$ cat config.mk
export PLATFORM = sky130hd
export DESIGN_NAME = stable_priority_queue_flat
export DESIGN_NICKNAME = d
export VERILOG_FILES = /design/src/hdl/spq_pkg.sv /design/src/hdl/spq_if.sv /design/src/hdl/spq_mem.sv /design/src/hdl/stable_priority_queue.sv /design/src/flat_wrapper.sv
export SDC_FILE = /design/constraint.sdc
export NUM_CORES = 1
export LEC_CHECK = 0
export BUFFER_PORTS_ARGS = -buffer_cell sky130_fd_sc_hd__buf_2
export CORE_MARGIN = 1
export CORE_UTILIZATION = 43
export CTS_CLUSTER_SIZE = 28
export DETAILED_ROUTE_END_ITERATION = 10
export GPL_TIMING_DRIVEN = 1
export PLACE_DENSITY_LB_ADDON = 0.1
export SLEW_MARGIN = 20
export SYNTH_ARGS = -nofsm -noshare
export SYNTH_HDL_FRONTEND = slang
export SYNTH_HIERARCHICAL = 1
export SYNTH_SLANG_ARGS = --single-unit
$ cat constraint.sdc
create_clock -name i_clk -period 3.57 [get_ports i_clk]
set_input_delay 0.1785 -clock i_clk [delete_from_list [all_inputs] [get_ports i_clk]]
set_output_delay 0.1785 -clock i_clk [all_outputs]
set_load 0.01 [all_outputs]
$ cat src/hdl/spq_pkg.sv
// ----------------------------------------------------------------------------
// spq_pkg
// Shared types and constants of the stable priority queue: operation and
// status codes, the stored entry and the result item.
// ----------------------------------------------------------------------------
package spq_pkg;

    localparam int ID_W   = 16;
    localparam int PRIO_W = 7;
    localparam int OCC_W  = 5;

    localparam logic [PRIO_W-1:0] PRIO_MAX = 7'd100;

    // Operation codes
    localparam logic OP_ENQ = 1'b0;
    localparam logic OP_DEQ = 1'b1;

    typedef enum logic [1:0] {
        ST_ENQ   = 2'd0,
        ST_DEQ   = 2'd1,
        ST_EMPTY = 2'd2,
        ST_FULL  = 2'd3
    } t_status;

    // One stored entry
    typedef struct packed {
        logic [ID_W-1:0]   id;
        logic [PRIO_W-1:0] prio;
    } t_entry;

    // One result item
    typedef struct packed {
        t_status            status;
        logic [ID_W-1:0]    id;
        logic [PRIO_W-1:0]  prio;
        logic [OCC_W-1:0]   occupancy;
    } t_result;

endpackage

$ cat src/hdl/spq_if.sv
// ----------------------------------------------------------------------------
// spq_in_if / spq_out_if
// Valid/ready channels of the queue: request items in, result items out.
// ----------------------------------------------------------------------------
interface spq_in_if;
    import spq_pkg::*;
    logic               valid;
    logic               ready;
    logic               op;
    logic [ID_W-1:0]    process_id;
    logic [PRIO_W-1:0]  priority_req;

    modport source (output valid, op, process_id, priority_req, input ready);
    modport sink   (input valid, op, process_id, priority_req, output ready);
endinterface

interface spq_out_if;
    import spq_pkg::*;
    logic               valid;
    logic               ready;
    logic [1:0]         status;
    logic [ID_W-1:0]    out_id;
    logic [PRIO_W-1:0]  out_priority;
    logic [OCC_W-1:0]   occupancy;

    modport source (output valid, status, out_id, out_priority, occupancy, input ready);
    modport sink   (input valid, status, out_id, out_priority, occupancy, output ready);
endinterface

$ cat src/hdl/spq_mem.sv
// ----------------------------------------------------------------------------
// spq_mem
// Entry store: one write port, one read port, registered read data.
// ----------------------------------------------------------------------------
module spq_mem #(
    parameter int DEPTH = 16
) (
    input  logic                      i_clk,
    input  logic                      i_we,
    input  logic [$clog2(DEPTH)-1:0]  i_waddr,
    input  spq_pkg::t_entry           i_wdata,
    input  logic                      i_re,
    input  logic [$clog2(DEPTH)-1:0]  i_raddr,
    output spq_pkg::t_entry           o_rdata
);
    import spq_pkg::*;

    t_entry r_mem [DEPTH];
    t_entry r_rdata;

    // Write port
    always_ff @(posedge i_clk) begin
        if (i_we) begin
            r_mem[i_waddr] <= i_wdata;
        end
    end

    // Read port, registered read data
    always_ff @(posedge i_clk) begin
        if (i_re) begin
            r_rdata <= r_mem[i_raddr];
        end
    end

    assign o_rdata = r_rdata;

endmodule

$ cat src/hdl/stable_priority_queue.sv
// ----------------------------------------------------------------------------
// stable_priority_queue
// Priority-ordered scheduler queue with arrival order kept among equals.
// ----------------------------------------------------------------------------
// Entries sit in a circular buffer in one memory, highest priority at the
// head. A dequeue reads the head entry. An enqueue walks back from the tail,
// one stored entry per cycle through the memory's single read port, moving
// each lower-priority entry up by one slot until its place is found; at
// most QUEUE_DEPTH - 1 entries are moved, since a full queue drops the
// item. Full and empty cases skip the memory. A result waits in S_OUT
// while the previous result is still held in the output register. One
// request item is worked on at a time; a new one is accepted while the
// previous result still waits in the output register. Priorities above
// 100 are stored as 100. The memory is not cleared after reset; only slots
// holding live entries are ever read.
// ----------------------------------------------------------------------------
module stable_priority_queue #(
    parameter int QUEUE_DEPTH = 16
) (
    input  logic  i_clk,
    input  logic  i_rst_n,
    spq_in_if.sink    i_in,
    spq_out_if.source o_out
);
    import spq_pkg::*;

    localparam int AW = $clog2(QUEUE_DEPTH);
    localparam int CW = $clog2(QUEUE_DEPTH + 1);
    localparam logic [AW-1:0] LAST_ADDR = AW'(QUEUE_DEPTH - 1);
    localparam logic [CW-1:0] FULL_CNT  = CW'(QUEUE_DEPTH);

    typedef enum logic [4:0] {
        S_IDLE = 5'b00001,
        S_DEQ  = 5'b00010,
        S_INS  = 5'b00100,
        S_PUT  = 5'b01000,
        S_OUT  = 5'b10000
    } t_state;

    function automatic logic [AW-1:0] ptr_inc(input logic [AW-1:0] p);
        ptr_inc = (p == LAST_ADDR) ? '0 : p + 1'b1;
    endfunction

    function automatic logic [AW-1:0] ptr_dec(input logic [AW-1:0] p);
        ptr_dec = (p == '0) ? LAST_ADDR : p - 1'b1;
    endfunction

    t_state             r_state, n_state;
    logic [CW-1:0]      r_count, n_count;
    logic [AW-1:0]      r_head, n_head;
    logic [AW-1:0]      r_tail, n_tail;
    logic [AW-1:0]      r_pos, n_pos;
    logic [CW-1:0]      r_rem, n_rem;
    t_entry             r_new, n_new;
    t_result            r_res, n_res;
    t_result            r_out, n_out;
    logic               r_out_valid, n_out_valid;

    logic               w_we, w_re;
    logic [AW-1:0]      w_waddr, w_raddr;
    t_entry             w_wdata, w_rdata;
    logic [PRIO_W-1:0]  w_prio_sat;
    logic [CW-1:0]      w_count_inc;

    spq_mem #(.DEPTH(QUEUE_DEPTH)) u_mem (
        .i_clk   (i_clk),
        .i_we    (w_we),
        .i_waddr (w_waddr),
        .i_wdata (w_wdata),
        .i_re    (w_re),
        .i_raddr (w_raddr),
        .o_rdata (w_rdata)
    );

    assign w_prio_sat  = (i_in.priority_req > PRIO_MAX) ? PRIO_MAX : i_in.priority_req;
    assign w_count_inc = r_count + 1'b1;

    assign i_in.ready         = (r_state == S_IDLE);
    assign o_out.valid        = r_out_valid;
    assign o_out.status       = r_out.status;
    assign o_out.out_id       = r_out.id;
    assign o_out.out_priority = r_out.prio;
    assign o_out.occupancy    = r_out.occupancy;

    // Sequencer: accept, walk the memory, form the result
    always_comb begin
        n_state     = r_state;
        n_count     = r_count;
        n_head      = r_head;
        n_tail      = r_tail;
        n_pos       = r_pos;
        n_rem       = r_rem;
        n_new       = r_new;
        n_res       = r_res;
        n_out       = r_out;
        n_out_valid = r_out_valid && !o_out.ready;
        w_we        = 1'b0;
        w_waddr     = r_pos;
        w_wdata     = r_new;
        w_re        = 1'b0;
        w_raddr     = ptr_dec(r_pos);

        case (r_state)
            S_IDLE: begin
                if (i_in.valid) begin
                    if (i_in.op == OP_ENQ) begin
                        n_new.id   = i_in.process_id;
                        n_new.prio = w_prio_sat;
                        if (r_count == FULL_CNT) begin
                            n_res   = '{ST_FULL, '0, '0, OCC_W'(r_count)};
                            n_state = S_OUT;
                        end else begin
                            n_pos = r_tail;
                            n_rem = r_count;
                            if (r_count == '0) begin
                                n_state = S_PUT;
                            end else begin
                                w_re    = 1'b1;
                                w_raddr = ptr_dec(r_tail);
                                n_state = S_INS;
                            end
                        end
                    end else begin
                        if (r_count == '0) begin
                            n_res   = '{ST_EMPTY, '0, '0, OCC_W'(r_count)};
                            n_state = S_OUT;
                        end else begin
                            w_re    = 1'b1;
                            w_raddr = r_head;
                            n_state = S_DEQ;
                        end
                    end
                end
            end
            S_DEQ: begin
                n_res   = '{ST_DEQ, w_rdata.id, w_rdata.prio, OCC_W'(r_count - 1'b1)};
                n_count = r_count - 1'b1;
                n_head  = ptr_inc(r_head);
                n_state = S_OUT;
            end
            S_INS: begin
                w_we = 1'b1;
                if (w_rdata.prio >= r_new.prio) begin
                    // slot found behind an equal or higher entry
                    n_count = w_count_inc;
                    n_tail  = ptr_inc(r_tail);
                    n_res   = '{ST_ENQ, '0, '0, OCC_W'(w_count_inc)};
                    n_state = S_OUT;
                end else begin
                    // move the lower entry up one slot
                    w_wdata = w_rdata;
                    n_pos   = ptr_dec(r_pos);
                    n_rem   = r_rem - 1'b1;
                    if (r_rem == CW'(1)) begin
                        n_state = S_PUT;
                    end else begin
                        w_re    = 1'b1;
                        w_raddr = ptr_dec(ptr_dec(r_pos));
                    end
                end
            end
            S_PUT: begin
                w_we    = 1'b1;
                n_count = w_count_inc;
                n_tail  = ptr_inc(r_tail);
                n_res   = '{ST_ENQ, '0, '0, OCC_W'(w_count_inc)};
                n_state = S_OUT;
            end
            S_OUT: begin
                if (!r_out_valid || o_out.ready) begin
                    n_out       = r_res;
                    n_out_valid = 1'b1;
                    n_state     = S_IDLE;
                end
            end
            default: begin
                n_state = S_IDLE;
            end
        endcase
    end

    // Control state
    always_ff @(posedge i_clk) begin
        if (!i_rst_n) begin
            r_state     <= S_IDLE;
            r_count     <= '0;
            r_head      <= '0;
            r_tail      <= '0;
            r_out_valid <= 1'b0;
        end else begin
            r_state     <= n_state;
            r_count     <= n_count;
            r_head      <= n_head;
            r_tail      <= n_tail;
            r_out_valid <= n_out_valid;
        end
    end

    // Payload registers
    always_ff @(posedge i_clk) begin
        r_pos <= n_pos;
        r_rem <= n_rem;
        r_new <= n_new;
        r_res <= n_res;
        r_out <= n_out;
    end

    // Checks
    a_count_range: assert property (@(posedge i_clk) disable iff (!i_rst_n)
        r_count <= FULL_CNT)
        else $error("entry count above depth");

    a_no_idle_write: assert property (@(posedge i_clk) disable iff (!i_rst_n)
        (r_state == S_IDLE || r_state == S_OUT || r_state == S_DEQ) |-> !w_we)
        else $error("memory written outside an insert");

    a_rw_apart: assert property (@(posedge i_clk) disable iff (!i_rst_n)
        (w_we && w_re) |-> (w_waddr != w_raddr))
        else $error("read and write of the same slot in one cycle");

    a_deq_shrinks: assert property (@(posedge i_clk) disable iff (!i_rst_n)
        (r_state == S_DEQ) |=> (r_count == $past(r_count) - 1'b1))
        else $error("dequeue did not remove an entry");

endmodule

$ cat src/flat_wrapper.sv
// flat-port wrapper written by rule: the top's interface ports become plain ports
module stable_priority_queue_flat import spq_pkg::*;
#(
    parameter int QUEUE_DEPTH = 16
)
  (i_clk, i_rst_n, i_in_valid, i_in_op, i_in_process_id, i_in_priority_req, i_in_ready, o_out_valid, o_out_status, o_out_out_id, o_out_out_priority, o_out_occupancy, o_out_ready);
  spq_in_if i_in_i ();
  spq_out_if o_out_i ();
  input  logic i_clk;
  input  logic i_rst_n;
  input wire logic [$bits(i_in_i.valid)-1:0] i_in_valid;
  input wire logic [$bits(i_in_i.op)-1:0] i_in_op;
  input wire logic [$bits(i_in_i.process_id)-1:0] i_in_process_id;
  input wire logic [$bits(i_in_i.priority_req)-1:0] i_in_priority_req;
  output wire logic [$bits(i_in_i.ready)-1:0] i_in_ready;
  output wire logic [$bits(o_out_i.valid)-1:0] o_out_valid;
  output wire logic [$bits(o_out_i.status)-1:0] o_out_status;
  output wire logic [$bits(o_out_i.out_id)-1:0] o_out_out_id;
  output wire logic [$bits(o_out_i.out_priority)-1:0] o_out_out_priority;
  output wire logic [$bits(o_out_i.occupancy)-1:0] o_out_occupancy;
  input wire logic [$bits(o_out_i.ready)-1:0] o_out_ready;
  assign i_in_i.valid = i_in_valid;
  assign i_in_i.op = i_in_op;
  assign i_in_i.process_id = i_in_process_id;
  assign i_in_i.priority_req = i_in_priority_req;
  assign i_in_ready = i_in_i.ready;
  assign o_out_valid = o_out_i.valid;
  assign o_out_status = o_out_i.status;
  assign o_out_out_id = o_out_i.out_id;
  assign o_out_out_priority = o_out_i.out_priority;
  assign o_out_occupancy = o_out_i.occupancy;
  assign o_out_i.ready = o_out_ready;
  stable_priority_queue #(.QUEUE_DEPTH(QUEUE_DEPTH)) u_core (.i_clk(i_clk), .i_rst_n(i_rst_n), .i_in(i_in_i), .o_out(o_out_i));
endmodule
==> flow_results.org, run 1 <==
** Timing
- Setup repair after global routing could not meet its margin everywhere.
- The number of failing hold endpoints at the final stage was 0.
- The tightest hold path in the finished design has a slack of 0.0371 ns.
- Headroom to the max-slew limit came out at 0.338.
- Of the available clock period, the critical path in the final layout requires 0.952.
- Final number of max-transition violations :: 0
- Post-layout min period :: 3.40 ns
- For this run, the top clock speed supported by timing is 0.294 GHz.
- On the final layout, the worst clock skew is 0.0206 ns.
- # setup viols final :: 0
- For the pin with the worst max-slew slack, the measured transition is 0.991 ns.

** Clock tree
- After clock tree synthesis, the clock-pin slew on the worst setup and hold paths is 0.07 ns.
- Maximum count of clock buffers along a single path :: 3
- CTS tree :: yes
- Clock sinks :: 502
- The H-tree was split into 2 levels.
- At the later pin of the worst-skew pair, clock insertion delay measures 0.60 ns.
- CTS root buf :: clkbuf_16
- Number of buffers added by the clock tree synthesis step :: 51

** Logic synthesis
- Summed instance area of the synthesized netlist :: 19800 um^2
- Number of synthesized register bits :: 502
- The cell count after synthesis came out at 1036.
- Synthesis instantiated 61 different standard cells from the library.
- After synthesis, the mean cell area works out to 19.1 um^2.
- EDFF count, synth :: 483
- The Yosys step of the flow raised 6 warnings.
- Of the synthesized area, sequential elements account for 0.751.
- Primary flip-flop cell chosen by synthesis mapping :: edfxtp_1
- Counting flops with an async set or reset pin after synthesis yields a share of 0.
- The number of nets in the synthesized netlist is 1084.

** Floorplan
- From bottom edge to top edge, the die measures 217 um.
- The floorplan step defined a die boundary enclosing 47000 um^2.
- The floorplan step defined a core boundary enclosing 45400 um^2.
- 60 I/O pins were placed.
- Number of placement rows :: 78
- Initial core utilization :: 0.437
- From left edge to right edge, the die measures 217 um.

** Pwr
- Total power :: 20400 uW
- Static Leakage :: 0.00784 uW
- Power density normalized to cell area :: 871 nW/um^2
- Maximum vdd ir drop :: 0.659 mV

** Global routing
- The first global-routing pass estimated 68100 um of wire.
- Total track usage :: 0.201
- Grt ovf :: 0
- The number of antenna violations at the first check in global routing came to 0.
- Entering global routing, the biggest net connects 38 pins.
- The number of global-route vias before repair came to 10429.

** Cells and area
- The net count of the finished layout is 1249.
- Leaving out fill and tap cells, the most frequent cell in the layout is edfxtp_1.
- After the flow finishes, the layout carries non-filler instances totaling 1843.
- Summing all flip-flop and latch instances after layout gives 14900 um^2.
- Top library cells by usage in the layout, fill and taps aside :: edfxtp_1 (483), mux4_2 (92), nand2_1 (69), buf_4 (60), buf_2 (59)
- Fill cells :: 3651
- Summing all non-filler instances in the final layout gives an area of 23400 um^2.
- Multi-input combinational cell area :: 4750 um^2
- Antenna Diode Count :: 0
- Synthesis-to-layout area growth :: 18.2%
- In the final layout, the share of cells above drive strength 1 is 0.294.
- Post-route core utilization :: 0.516

** Detailed routing
- Via Count :: 10099
- In the routed layout, each cell is associated on average with a via count of 5.48.
- Antenna Nets Post-Route :: 0
- Post-Route WL :: 45700 um
- For this run, design rule violations remaining after detail routing come to 0.
- Dividing the detail-routed wire length by the instance count gives 24.8 um.
- Iter 0 DRT Violations :: 841
- The first detailed-routing pass took 5 iterations.

** Worst setup path
- Chain of cells forming the critical path :: ha_1 > nand2b_1 > a211o_2 > a21oi_4 > and2_1 > xor2_1 > o221ai_4 > buf_12 > buf_12 > buf_12 > mux4_2 > a22oi_1 > nand2_1
- Crit. End Element :: register
- Maximum fanout encountered on the critical timing path :: 17
- Req. time, crit path :: 3.91 ns
- Most Frequent Cell on Critical Path :: buf_12
- The worst setup path is of the register to register kind.
- On the worst path, the slowest cell contributes a delay of 0.41 ns.
- Critical path startpoint category :: register
- Worst path arrival time :: 3.74 ns
- Worst-path cell with the longest stage delay :: mux4_2

** Min path
- The path class of the tightest hold or removal check is input pin to register.

** Status
- Result of the run :: complete, no violations

** Place
- After legalization and detailed placement, the total HPWL measured 26000 um.
- Including well taps, the total number of placed cells is 1723.
- After detailed placement, the total cell area comes to 21600 um^2.
- The congestion estimate from routability-driven global placement came to 0.801.
- During placement, the flow inserted port buffers numbering 59.

** Job
- Max-cap violations in this run came to 0.
final cells by class:
class,count,share of cell area
flip-flops and latches,502,0.635
multi-input cells,463,0.203
inverters,22,0.00406
repair buffers,161,0.0575
well taps,600,0.0321
clock inverters,26,0.00823
clock buffers,69,0.0600
path summary, 6_finish.rpt:
kind | start | endpoint | slack, ns | cells past startpoint
worst max-delay path | u_core/r_new[0] | u_core/u_mem/o_rdata[3] | 0.17 | 13
worst min-delay path | i_in_priority_req[0] | u_core/r_new[0] | 0.04 | 2
worst max register to register | u_core/r_new[0] | u_core/u_mem/o_rdata[3] | 0.17 | 13
worst min register to register | u_core/r_res[29] | u_core/o_out.status[1] | 0.42 | 0
synthesized netlist by cell type (all sizes together) (7+ instances only):
master,count,area [um^2]
mux2,23,259
inv,21,78.8
buf,25,174
and2,29,181
nor2b,8,50.1
xnor2,9,78.8
clkbuf,23,96.3
nor2,34,145
nor3,8,40.0
nand3,11,55.1
edfxtp,483,14500
dfxtp,19,380
nand2b,9,56.3
mux2i,7,70.1
a21oi,9,67.6
a22oi,46,345
mux4,92,2070
o21ai,26,130
nand2,70,270
ha,20,250
report_power, final:
group          internal (uW)  total (uW)  switching, uW
clock network           2910        5140           2230
logic                   3790        7800           4010
registers               7300        7470            166
total                  14000       20400           6400
layer usage:
| metal | vias up | track usage | part of all wire |
|---|---|---|---|
| met1 | 5300 | 0.280 | 0.45 |
| met5 | - | 0 | 0 |
| met4 | 0 | 0.0606 | 0.022 |
| met2 | 239 | 0.324 | 0.48 |
| met3 | 66 | 0.0331 | 0.047 |
| li1 | 4494 | - | - |
critical path, delay by kind of cell (launching register included):
family          cells  cell delay, ns
fa+ha+maj           1            0.29
compound gates      4            0.88
buf+inv             3            0.47
mux                 1            0.41
simple gates        3            0.44
flops               1            0.39
xor+xnor            1            0.25
state kept, by name, summed over array words and instances (netlist names), 5 cells and up:
| name | cells |
|---|---|
| u_core/u_mem/r_mem | 368 |
| u_core/r_res | 30 |
| u_core/r_new | 23 |
| u_core/u_mem/o_rdata | 23 |
| u_core/o_out.out_id | 16 |
| u_core/o_out.out_priority | 7 |
| u_core/o_out.occupancy | 5 |
| u_core/r_count | 5 |
| u_core/r_rem | 5 |
| u_core/r_state | 5 |
per-stage QoR:
step	setup WS (ns)	TNS (ns)
floorplan	0.229	0
CTS	0.000311	0
detailed placement	0.0256	0
finish	0.171	0
global placement	0.0273	0
global route	-0.0105	-0.0168
cells by family after synthesis:
group | share of synthesized area
AO/OA/AOI/OAI | 0.0425
XOR/XNOR | 0.00619
adder cells (fa/ha/maj) | 0.0126
buffers and inverters | 0.0189
flip-flops | 0.751
multiplexers | 0.121
AND/OR/NAND/NOR | 0.0477
timing repair:
item	CTS	global route
endpoints found under the setup margin	0	23
hold buffers	24	0
endpoints found under the hold margin	25	0
buffers inserted	0	1
gates resized for setup	0	2
Note: power is estimated with default switching activity, not from simulation.
==> run 2, diff against run 1 <==
- ABC_AREA: not set -> 1
==> run 2 against run 1 <==
Against the previous run:
- core utilization decreased by 1.6 points
- via count increased by 41%
- critical path depth increased by 3
- die area increased by 10%
- setup slack improved by 0.32 ns
- largest cell class unchanged
- largest power group unchanged
==> flow_results.org, run 2 <==
** Status
- Result of the run :: complete, no violations

** Worst setup path
- The critical path contains buffers and inverters numbering 3 combined.
- The worst register-to-register path has a setup slack of 0.49 ns.
- Among all stages on the critical path, the largest delay is contributed by edfxtp_1.
- Critical path startpoint category :: register
- Req. time, crit path :: 3.87 ns
- In this design, the stage delay of the slowest critical-path cell is 0.43 ns.
- Maximum fanout encountered on the critical timing path :: 95
- Worst path arrival time :: 3.38 ns
- Gate family responsible for the most delay along the worst path :: simple AND/OR/NAND/NOR gates
- Counting stages on the worst path, the most repeated cell is nand2_1.
- The worst setup path is of the register to register kind.
- Crit. End Element :: register
- Traced cell by cell, the critical path runs through ha_1 > a21oi_1 > nand2_1 > a21oi_2 > nand2_1 > inv_1 > nand2_1 > nand3_1 > nand3_4 > inv_4 > buf_12 > nand2_1 > nand3_1 > nand3_1 > nand3_1 > nand2_1.

** Logic synthesis
- In the synthesized netlist the dominant register cell turns out to be edfxtp_1.
- Xor-xnor portion of the synthesized cell area :: 0.00560
- The most common cell in the synthesized netlist is nand2_1.
- Counting flops with a built-in enable in the synthesized netlist gives 483.
- Number of distinct library cell variants in the gate-level netlist after synthesis :: 38
- After synthesis, the share of flip-flops with an asynchronous set or reset is 0.
- Leading post-synthesis cells by cell area :: edfxtp_1 (66%), nand2_1 (10%), nand3_1 (7.0%)
- In the synthesized netlist, the number of instances is 2075.
- The share of the synthesized area in compound gates (AO/OA/AOI/OAI) is 0.0201.
- Commonest cells in the synthesized netlist :: nand2_1 (591), edfxtp_1 (483), inv_1 (357)
- Of the post-synthesis cell area, the part taken by muxes is 0.
- For this run, the register share of the synthesized area comes to 0.680.
- Leading area contributor after synthesis :: edfxtp_1
- Top-area cell type share of the netlist area :: 0.663
- The Yosys step of the flow raised 6 warnings.
- Synthesized area divided by synthesized cell count :: 10.5 um^2
- Simple-gate share of the synthesized area :: 0.194
- The number of nets handed over by synthesis was 2123.
- Dominant combinational cell family by area after synthesis :: simple AND/OR/NAND/NOR gates
- Summed instance area of the synthesized netlist :: 21900 um^2
- Synth Area in Adders :: 0.0114
- The synthesized design contains 502 register bits.

** Job
- Max-cap violations in this run came to 0.

** Detailed routing
- Dividing the detail-routed via count by the number of cells gives 4.93.
- The first TritonRoute pass finished after 6 iterations.
- Residual DRC :: 0
- Wirelength per Cell :: 18.9 um
- Once detail routing completed, the nets flagged for antenna violations numbered 0.
- Via Count :: 14210
- The first routing iteration left 1137 violations.
- Summed over all layers, the routed wires come to 54500 um.

** Clock tree
- CTS root buf :: clkbuf_16
- Number of buffers added by the clock tree synthesis step :: 53
- Clock latency on the worst-skew pair :: 0.61 ns
- Maximum count of clock buffers along a single path :: 3
- The clock tree synthesis step divided the H-tree into 2 levels.
- TritonCTS built the clock tree.
- The clock net in this run drives a total of 502 sinks.
- Clock-pin slew on the worst setup and hold paths :: 0.06 ns

** Min path
- Hold crit path type :: input pin to register

** Timing
- Summed negative setup slack over all endpoints :: 0 ns
- Of the available clock period, the critical path in the final layout requires 0.862.
- Number of hold-slack violations in the final timing report :: 0
- # setup viols final :: 0
- Final number of max-transition violations :: 0
- On the final layout, the worst hold slack is 0.0468 ns.
- Post-layout min period :: 3.08 ns
- Worst slew margin relative to its limit :: 0.269
- Setup repair after global routing missed its margin :: false
- Fin Clk Skew :: 0.0309 ns
- For this run, the top clock speed supported by timing is 0.325 GHz.
- Pin slew with the least headroom to its limit :: 1.09 ns

** Cells and area
- Layout net count :: 2220
- Fin area :: 25100 um^2
- In the layout the commonest cells are nand2_1 (590), edfxtp_1 (483), inv_1 (356), nand3_1 (304), nor2_1 (65).
- Largest Register :: u_core/u_mem/r_mem
- Synthesis-to-layout area growth :: 14.5%
- Leaving out fill and tap cells, the most frequent cell in the layout is nand2_1.
- The largest registers in the layout are u_core/u_mem/r_mem x368, u_core/r_res x30.
- Non-filler instance count after layout :: 2885
- Of the cells placed in the final design, the portion with a size suffix greater than 1 is 0.105.
- Fill cells :: 4457
- The register with the most flip-flops in the layout has 368 of them.

** Pwr
- In this run the power density over the cells is 885 nW/um^2.
- Combinational group share of total power :: 0.426
- The share of total power dissipated in sequential elements is 0.338.
- The analysis attributes to net switching a power of 9010 uW.
- Maximum vdd ir drop :: 1.29 mV
- Summed over all cells, the static leakage comes to 0.0105 uW.
- Of the total power, the clock network draws 0.236.
- The internal power of the cells totals 13200 uW.
- Of the total power, the share spent switching nets is 0.406.

** Global routing
- Maximum number of pins on one net before global-route repair :: 96
- For this run, the total global-route usage over all layers was measured as 0.215.
- Wire length of the first global-routing pass :: 81300 um
- The number of antenna violations at the first check in global routing is 1.
- Grt ovf :: 0
- Vias in the first global route :: 13411

** Floorplan
- Die height :: 228 um
- Die area :: 51800 um^2
- Number of I/O pins :: 60
- Number of placement rows :: 82
- Placeable core area :: 50200 um^2
- Initial core utilization :: 0.436
- Die width :: 228 um

** Place
- Post-DP HPWL :: 29700 um
- # port buffers :: 59
- The congestion estimate from routability-driven global placement came to 0.846.
- Once placement finished, the instance area stood at 23100 um^2.
- # placed instances :: 2764
-- run 2: cell count changes after synthesis, sizes merged, moves of 8 or more --
cell and delta:
nand2 +524, a21oi +8, mux4 -92, and2 -29, a22oi -46, o21ai +30
nor2 +52, nand3 +296, buf +47, inv +343, mux2 -23, nor2b -8
nand2b -9
-- run 2: area by class of cell --
cell class / count / area [um^2] / area share
well taps: 672 / 841 / 0.0335
flip-flops and latches: 502 / 14900 / 0.594
clock inverters: 30 / 250 / 0.00998
repair buffers: 131 / 1050 / 0.0418
inverters: 366 / 1380 / 0.0550
multi-input cells: 1118 / 5260 / 0.210
clock buffers: 64 / 1400 / 0.0558
diodes: 2 / 5.00 / 0.000200
-- run 2: power by group through the flow --
stage               Combinational [uW]  Sequential (uW)  Clock (uW)
floorplan                         6770             7600           0
global placement                  9410             7610           0
detailed placement                9420             7620           0
CTS                               9490             7500        5360
global route                     10500             7530        5560
finish                            9450             7500        5230
-- run 2: final timing paths --
path,to,startpoint,depth (start not counted)
setup / recovery,u_core/u_mem/o_rdata[3],u_core/u_mem/o_rdata[2],16
hold / removal,u_core/r_res[28],i_in_op,2
setup reg to reg,u_core/u_mem/o_rdata[3],u_core/u_mem/o_rdata[2],16
hold reg to reg,u_core/o_out.out_id[11],u_core/r_res[23],0
-- run 2: repair_timing --
action	4_1_cts	5_1_grt
hold endpoints to repair	37	0
gates resized for setup	0	0
buffers inserted	0	0
hold buffers	25	0
-- run 2: cell families (layout without fill, tap and decap cells) --
group / after synthesis / count (layout)
AOI/OAI and AO/OA: 82 / 82
xor gates and xnor gates: 14 / 14
adders and majority gates: 20 / 20
buffers and inverters: 455 / 591
DFF: 502 / 502
other: 0 / 2
and+or+nand+nor: 1002 / 1002
-- run 2: stage by stage --
stage / power (uW) / util / setup slack [ns]
finish: 22200 / 0.500 / 0.492
global placement: 17000 / 0.461 / 0.539
CTS: 22400 / 0.499 / 0.494
global route: 23600 / 0.500 / 0.226
floorplan: 14400 / - / 0.480
detailed placement: 17000 / 0.461 / 0.493
-- run 2: per-layer routing --
| layer | vias up | part of all wire | GRT usage |
|---|---|---|---|
| li1 | 6964 | - | - |
| met1 | 6786 | 0.46 | 0.300 |
| met2 | 383 | 0.46 | 0.348 |
| met3 | 77 | 0.056 | 0.0325 |
| met4 | 0 | 0.023 | 0.0598 |
| met5 | - | 0 | 0 |
-- run 2: worst reg2reg max path, stage by stage (launching register included) --
cell      delay, ns
edfxtp_1       0.43
ha_1           0.33
a21oi_1        0.13
nand2_1        0.07
a21oi_2        0.23
nand2_1        0.15
inv_1          0.07
nand2_1        0.05
nand3_1        0.10
nand3_4        0.14
inv_4          0.12
buf_12         0.37
nand2_1        0.15
nand3_1        0.09
nand3_1        0.09
nand3_1        0.09
nand2_1        0.15
